===== config.mk =====
export PLATFORM = sky130hd
export DESIGN_NAME = divider_timer_with_reload
export DESIGN_NICKNAME = d
export VERILOG_FILES = /design/src/sv/dtr_pkg.sv /design/src/sv/dtr_core.sv /design/src/sv/divider_timer_with_reload.sv
export SDC_FILE = /design/constraint.sdc
export NUM_CORES = 1
export LEC_CHECK = 0
export BUFFER_PORTS_ARGS = -buffer_cell sky130_fd_sc_hd__buf_2
export CAP_MARGIN = 20
export CORE_MARGIN = 3
export CORE_UTILIZATION = 50
export DETAILED_ROUTE_END_ITERATION = 10
export PLACE_DENSITY = 0.71
export SLEW_MARGIN = 25
export SYNTH_ARGS = -nofsm -noshare
export SYNTH_HDL_FRONTEND = slang
export SYNTH_HIERARCHICAL = 1
export SYNTH_SLANG_ARGS = --single-unit

===== constraint.sdc =====
create_clock -name clk -period 2.7 [get_ports clk]
set_input_delay 0.135 -clock clk [delete_from_list [all_inputs] [get_ports clk]]
set_output_delay 0.135 -clock clk [all_outputs]
set_load 0.01 [all_outputs]

===== src/sv/dtr_pkg.sv =====
// ----------------------------------------------------------------------------
// dtr_pkg: shared types and constants for the divider timer
// codes, register addresses and item types used by the core and the top level
// ----------------------------------------------------------------------------
package dtr_pkg;

	// item opcodes
	localparam logic [1:0] OP_TICK  = 2'd0;
	localparam logic [1:0] OP_READ  = 2'd1;
	localparam logic [1:0] OP_WRITE = 2'd2;

	// register addresses
	localparam logic [15:0] ADDR_DIV  = 16'hFF04;
	localparam logic [15:0] ADDR_TIMA = 16'hFF05;
	localparam logic [15:0] ADDR_TMA  = 16'hFF06;
	localparam logic [15:0] ADDR_TAC  = 16'hFF07;

	// reload phase codes
	localparam logic [1:0] PHASE_IDLE     = 2'd0;
	localparam logic [1:0] PHASE_OVERFLOW = 2'd1;
	localparam logic [1:0] PHASE_RELOAD   = 2'd2;

	localparam logic [15:0] DIV_RESET    = 16'hABCC;
	localparam logic [15:0] DIV_STEP     = 16'h0004;
	localparam logic [2:0]  TAC_MASK     = 3'h7;
	localparam logic [7:0]  TAC_READ_SET = 8'hF8;
	localparam logic [7:0]  BYTE_ONES    = 8'hFF;

	typedef struct packed {
		logic [1:0]  opcode;
		logic [15:0] reg_address;
		logic [7:0]  write_data;
	} item_t;

	typedef struct packed {
		logic [7:0] read_data;
		logic       timer_irq;
	} result_t;

	// divider bit picked by the clock select field: 9, 3, 5 or 7
	function automatic logic tap_bit(input logic [15:0] div, input logic [1:0] sel);
		logic b;
		case (sel)
			2'd0: b = div[9];
			2'd1: b = div[3];
			2'd2: b = div[5];
			default: b = div[7];
		endcase
		return b;
	endfunction

endpackage


===== src/sv/dtr_core.sv =====
// ----------------------------------------------------------------------------
// dtr_core: timer state and single-pass update
// holds DIV/TIMA/TMA/TAC state and applies one item per step
// ----------------------------------------------------------------------------
module dtr_core (
	input  logic            clk,
	input  logic            arst_n,
	input  logic            step,
	input  dtr_pkg::item_t  item,
	output dtr_pkg::result_t result
);

	logic [15:0] div_q;
	logic [7:0]  cnt_q;
	logic [7:0]  mod_q;
	logic [2:0]  ctl_q;
	logic        last_q;
	logic [1:0]  phase_q;

	logic [15:0] div_n;
	logic [7:0]  cnt_n;
	logic [7:0]  mod_n;
	logic [2:0]  ctl_n;
	logic        last_n;
	logic [1:0]  phase_n;
	logic        sample;
	logic        now_bit;
	dtr_pkg::result_t res;

	always_comb begin
		div_n   = div_q;
		cnt_n   = cnt_q;
		mod_n   = mod_q;
		ctl_n   = ctl_q;
		last_n  = last_q;
		phase_n = phase_q;
		sample  = 1'b0;
		res     = '0;
		case (item.opcode)
			dtr_pkg::OP_TICK: begin
				if (phase_q == dtr_pkg::PHASE_OVERFLOW) begin
					cnt_n         = mod_q;
					res.timer_irq = 1'b1;
					phase_n       = dtr_pkg::PHASE_RELOAD;
				end else if (phase_q == dtr_pkg::PHASE_RELOAD) begin
					phase_n = dtr_pkg::PHASE_IDLE;
				end
				div_n  = div_q + dtr_pkg::DIV_STEP;
				sample = 1'b1;
			end
			dtr_pkg::OP_READ: begin
				case (item.reg_address)
					dtr_pkg::ADDR_DIV:  res.read_data = div_q[15:8];
					dtr_pkg::ADDR_TIMA: res.read_data = cnt_q;
					dtr_pkg::ADDR_TMA:  res.read_data = mod_q;
					dtr_pkg::ADDR_TAC:  res.read_data = {5'b0, ctl_q} | dtr_pkg::TAC_READ_SET;
					default:            res.read_data = dtr_pkg::BYTE_ONES;
				endcase
			end
			dtr_pkg::OP_WRITE: begin
				case (item.reg_address)
					dtr_pkg::ADDR_DIV: begin
						div_n  = '0;
						sample = 1'b1;
					end
					dtr_pkg::ADDR_TIMA: begin
						// write is dropped while the reload is in progress
						if (phase_q != dtr_pkg::PHASE_RELOAD) begin
							cnt_n   = item.write_data;
							phase_n = dtr_pkg::PHASE_IDLE;
						end
					end
					dtr_pkg::ADDR_TMA: begin
						mod_n = item.write_data;
						if (phase_q == dtr_pkg::PHASE_RELOAD) begin
							cnt_n = item.write_data;
						end
					end
					dtr_pkg::ADDR_TAC: begin
						ctl_n  = item.write_data[2:0] & dtr_pkg::TAC_MASK;
						sample = 1'b1;
					end
					default: begin
					end
				endcase
			end
			default: begin
			end
		endcase

		// falling edge of the gated divider tap bumps the counter
		now_bit = dtr_pkg::tap_bit(div_n, ctl_n[1:0]) & ctl_n[2];
		if (sample) begin
			if (last_q && !now_bit) begin
				if (cnt_n == dtr_pkg::BYTE_ONES) begin
					cnt_n   = '0;
					phase_n = dtr_pkg::PHASE_OVERFLOW;
				end else begin
					cnt_n = cnt_n + 8'd1;
				end
			end
			last_n = now_bit;
		end
	end

	assign result = res;

	always_ff @(posedge clk or negedge arst_n) begin
		if (!arst_n) begin
			div_q   <= dtr_pkg::DIV_RESET;
			cnt_q   <= '0;
			mod_q   <= '0;
			ctl_q   <= '0;
			last_q  <= 1'b0;
			phase_q <= dtr_pkg::PHASE_IDLE;
		end else if (step) begin
			div_q   <= div_n;
			cnt_q   <= cnt_n;
			mod_q   <= mod_n;
			ctl_q   <= ctl_n;
			last_q  <= last_n;
			phase_q <= phase_n;
		end
	end

endmodule


===== src/sv/divider_timer_with_reload.sv =====
// ----------------------------------------------------------------------------
// divider_timer_with_reload: DIV/TIMA/TMA/TAC timer with delayed reload
// takes ticks, bus reads and bus writes, returns one result per item
// ----------------------------------------------------------------------------
//
// channel  | handshake             | payload
// ---------+-----------------------+------------------------------------------
// in       | in_valid / in_ready   | opcode, reg_address, write_data
// out      | out_valid / out_ready | read_data, timer_irq
//
// one item per cycle sustained while the output is not stalled; each item
// passes the input register, then the result register, before its result
// is offered for the output transfer
// the rate is set by the single-pass update in the core: each item reads the
// state left by the item before it and writes it back in the same cycle
// arst_n clears the pipeline valids and puts the timer state to its reset
// values (divider 0xABCC, everything else zero)
// a stalled output holds the result and the item in the input register;
// input is still taken while the input register is empty or draining
//
module divider_timer_with_reload (
	input  logic        clk,
	input  logic        arst_n,
	input  logic        in_valid,
	output logic        in_ready,
	input  logic [1:0]  opcode,
	input  logic [15:0] reg_address,
	input  logic [7:0]  write_data,
	output logic        out_valid,
	input  logic        out_ready,
	output logic [7:0]  read_data,
	output logic        timer_irq
);

	// input register
	logic           valid_s1;
	dtr_pkg::item_t item_s1;

	// result register
	logic             valid_s2;
	dtr_pkg::result_t result_s2;

	dtr_pkg::result_t core_result;
	logic             advance;

	// item in stage 1 moves on when the result register is free or emptying
	assign advance  = valid_s1 && (!valid_s2 || out_ready);
	assign in_ready = !valid_s1 || advance;

	always_ff @(posedge clk or negedge arst_n) begin
		if (!arst_n) begin
			valid_s1 <= 1'b0;
		end else if (in_ready) begin
			valid_s1 <= in_valid;
		end
	end

	// payload only captured on a transfer
	always_ff @(posedge clk) begin
		if (in_valid && in_ready) begin
			item_s1 <= '{opcode: opcode, reg_address: reg_address, write_data: write_data};
		end
	end

	// state update happens on the same edge the result is registered
	dtr_core u_core (
		.clk    (clk),
		.arst_n (arst_n),
		.step   (advance),
		.item   (item_s1),
		.result (core_result)
	);

	always_ff @(posedge clk or negedge arst_n) begin
		if (!arst_n) begin
			valid_s2 <= 1'b0;
		end else if (advance) begin
			valid_s2 <= 1'b1;
		end else if (out_ready) begin
			valid_s2 <= 1'b0;
		end
	end

	always_ff @(posedge clk) begin
		if (advance) begin
			result_s2 <= core_result;
		end
	end

	assign out_valid = valid_s2;
	assign read_data = result_s2.read_data;
	assign timer_irq = result_s2.timer_irq;

	// an interrupt result only comes from a tick, which reads nothing
	a_irq_no_data: assert property (@(posedge clk) disable iff (!arst_n)
		(valid_s2 && result_s2.timer_irq) |-> (result_s2.read_data == 8'h00))
		else $error("timer interrupt result carries read data");

	// a held item in stage 1 stays there until it advances
	a_s1_hold: assert property (@(posedge clk) disable iff (!arst_n)
		(valid_s1 && !advance) |=> valid_s1)
		else $error("stage 1 item lost while stalled");

	// a new transfer into a full stage 1 only happens when it drains
	a_no_overrun: assert property (@(posedge clk) disable iff (!arst_n)
		(in_valid && in_ready && valid_s1) |-> advance)
		else $error("input transfer overwrote a pending item");

endmodule

==> impl_metrics.ini <==
[status]
outcome = finished, violations left
violations = negative setup slack

[clock_tree]
clk_pin_slew_ns = 0.08
clock_sinks = 73
tritoncts = yes
htreeDepth = 3
clock_path_buffers = 2
clkLatencyLatePin_ns = 0.36
cts-root-buf = clkbuf_8
cts-buffers-inserted = 9

[floorplanning]
dieArea_um2 = 9323
std_cell_rows = 32
initial_core_util_pct = 52.25
die_x_um = 96.56
io_pins = 41
die_h_um = 96.56
core_um2 = 7848

[timing]
rsz0062_at_grt = true
hold_viol_final = 0
tns_ns = -0.7740
fin_ws_ns = -0.1417
fmax_mhz = 351.9
max_slew_margin_pct = 42.90
worstMarginPinSlew_ns = 0.8565
finalCriticalPeriod_ns = 2.842
setup_viol = 8
finalMaxSlewViolations = 0
period_share_pct = 105.2
skew_ns = 0.009594

[global_route]
grt_usage_pct = 24.60
grt_pass1_wl_um = 17130
overflow = 0
antenna_found_initial = 0
grt_pass1_vias = 3366
grt_max_degree = 39

[pwr]
powerDensity_nw_per_um2 = 621.1
peakVddDrop_v = 0.0003974
p_leak_nw = 2.154
power_mw = 3.282

[synthesis]
synth_top_area_share_pct = 25.63
synth_flop_cell = edfxtp_1
synth_edf_count = 35
yosys.area.top_type = edfxtp_1
ys_types = 76
synth_common_cells = nor2_1, edfxtp_1, nand2_1
synthCells = 374
async_reset_ff_share_pct = 52.05
synth_seq_cells = 73
syn_nets = 406
ys_top_cells_by_area = edfxtp_1, dfrtp_1, dfstp_2, mux2_2, nor2_1
postSynthAreaPerCell_um2 = 10.96
syn-cell-area_um2 = 4100
ys_seq_area_share_pct = 49.10
yosysWarnings = 6
yosysMostFrequentCell = nor2_1

[layout]
fin_nets = 509
fin_util_pct = 67.33
area_growth_pct = 28.87
nFillCells = 607
antenna_cells = 0
seq_area_um2 = 2013
drive_gt1_share_pct = 35.27
multi_input_area_um2 = 2111

[placed_design]
gp_congestion = 0.9673
numPortBuffers = 40
hpwl_um = 7272

[routing]
wl_per_cell_um = 18.35
first_iter_violations = 379
vias = 3380
drcViolationCount = 0
via_per_inst = 5.788
wl_um = 10710
ant_nets = 0
drt_pass1_iterations = 6

[critical_path]
arrival_ns = 3.09
crit_slowest_cell = edfxtp_1
cp.required_ns = 2.95
slowest_delay_ns = 0.43
path_class = register to register
cp-end-kind = register
crit_chain = nor4b_4 > buf_4 > nand4_1 > buf_6 > a211o_1 > o211ai_1 > nand2_2 > nor4_4 > buf_4 > nand4_1 > mux2i_1 > a21oi_1
critPathLaunchType = register
crit_path_max_fanout = 6

[flow_run]
max_cap_viol_count = 0

[hold_path]
min_path_type = primary input to register
==> worst max-delay path: cells and delay by family (launching register included) <==
kind	cells	cell delay, ns
AO/OA/AOI/OAI	3	0.45
flip-flops	1	0.43
multiplexers	1	0.19
AND/OR/NAND/NOR	5	1.13
buffers and inverters	3	0.54
==> layout make-up <==
cell class / count / share of cell area (%)
tap: 102 / 2.415
multi-input combinational: 275 / 39.95
sequential: 73 / 38.10
clock buffer: 10 / 2.415
timing repair buffer: 109 / 15.20
clock inverter: 6 / 1.279
inverter: 9 / 0.6394
==> stage by stage <==
stage / area (µm²) / setup WS (ns) / hold WS (ns) / instances
final: 5284 / -0.1417 / 0.07041 / 584
after global routing: 5284 / -0.2383 / 0.06852 / 584
after CTS: 5137 / 0.003233 / 0.06489 / 578
after detailed placement: 4529 / -0.07267 / 0.3025 / 528
after global placement: 4529 / 0.01364 / 0.2873 / 528
after floorplan: 4100 / 0.1162 / -0.1606 / 374
==> cell usage in the layout (no fill, tap or decap), types with 14 or more instances in the layout <==
master         count
o21ai_0           14
edfxtp_1          35
dlygate4sd3_1     28
buf_2             40
dfrtp_1           29
a21oi_1           17
buf_4             37
nand2_1           27
nand3_1           16
mux2_2            15
nor2_1            39
==> worst paths after layout <==
path | from | to | slack (ns) | cells after the start
min in group asynchronous | arst_n | u_core/div_q[4]$_DFFE_PN0P_ | 0.43 | 2
setup / recovery | item_s1[12]$_DFFE_PP_ | u_core/cnt_q[5]$_DFFE_PN0P_ | -0.14 | 12
max in group asynchronous | arst_n | u_core/cnt_q[6]$_DFFE_PN0P_ | 1.73 | 2
setup reg to reg | item_s1[12]$_DFFE_PP_ | u_core/cnt_q[5]$_DFFE_PN0P_ | -0.14 | 12
hold / removal | out_ready | valid_s1$_DFFE_PN0P_ | 0.07 | 3
hold reg to reg | u_core/div_q[2]$_DFFE_PN1P_ | u_core/div_q[2]$_DFFE_PN1P_ | 0.52 | 2
==> logic make-up after synthesis <==
kind of cell    count (synthesis)  share of synthesized area [%]
simple gates                  151                          20.87
compound gates                 81                          14.83
flops                          73                          49.10
buf+inv                        26                          3.662
mux                            26                          7.720
xor+xnor                       15                          3.204
fa+ha+maj                       2                         0.6102
==> routing by layer <==
layer,vias to the layer above,global-route usage (%),part of all wire [%]
met4,0,7.944,1.8
met3,17,5.500,6.3
met2,147,39.48,50
li1,1607,-,-
met1,1609,33.17,42
met5,-,0,0
==> flip-flops by register name, indices dropped and copies added (netlist names), 2 cells and up <==
name and count:
item_s1 26, u_core/cnt_q 8, u_core/div_q 14, read_data 8, u_core/phase_q 2, u_core/ctl_q 3
u_core/mod_q 8
==> where the power goes <==
part           internal (mW)  switching, mW
logic                  0.463          0.469
registers               1.32          0.173
clock network          0.430          0.426
total                   2.21           1.07
==> repair_timing <==
action,in CTS,in global routing
resized for setup,13,22
pin swaps,6,10
setup endpoints to repair,6,12
buffers inserted,6,6
hold buffers,28,0
endpoints found under the hold margin,56,0
No activity file was read; power rests on OpenSTA's default activity.
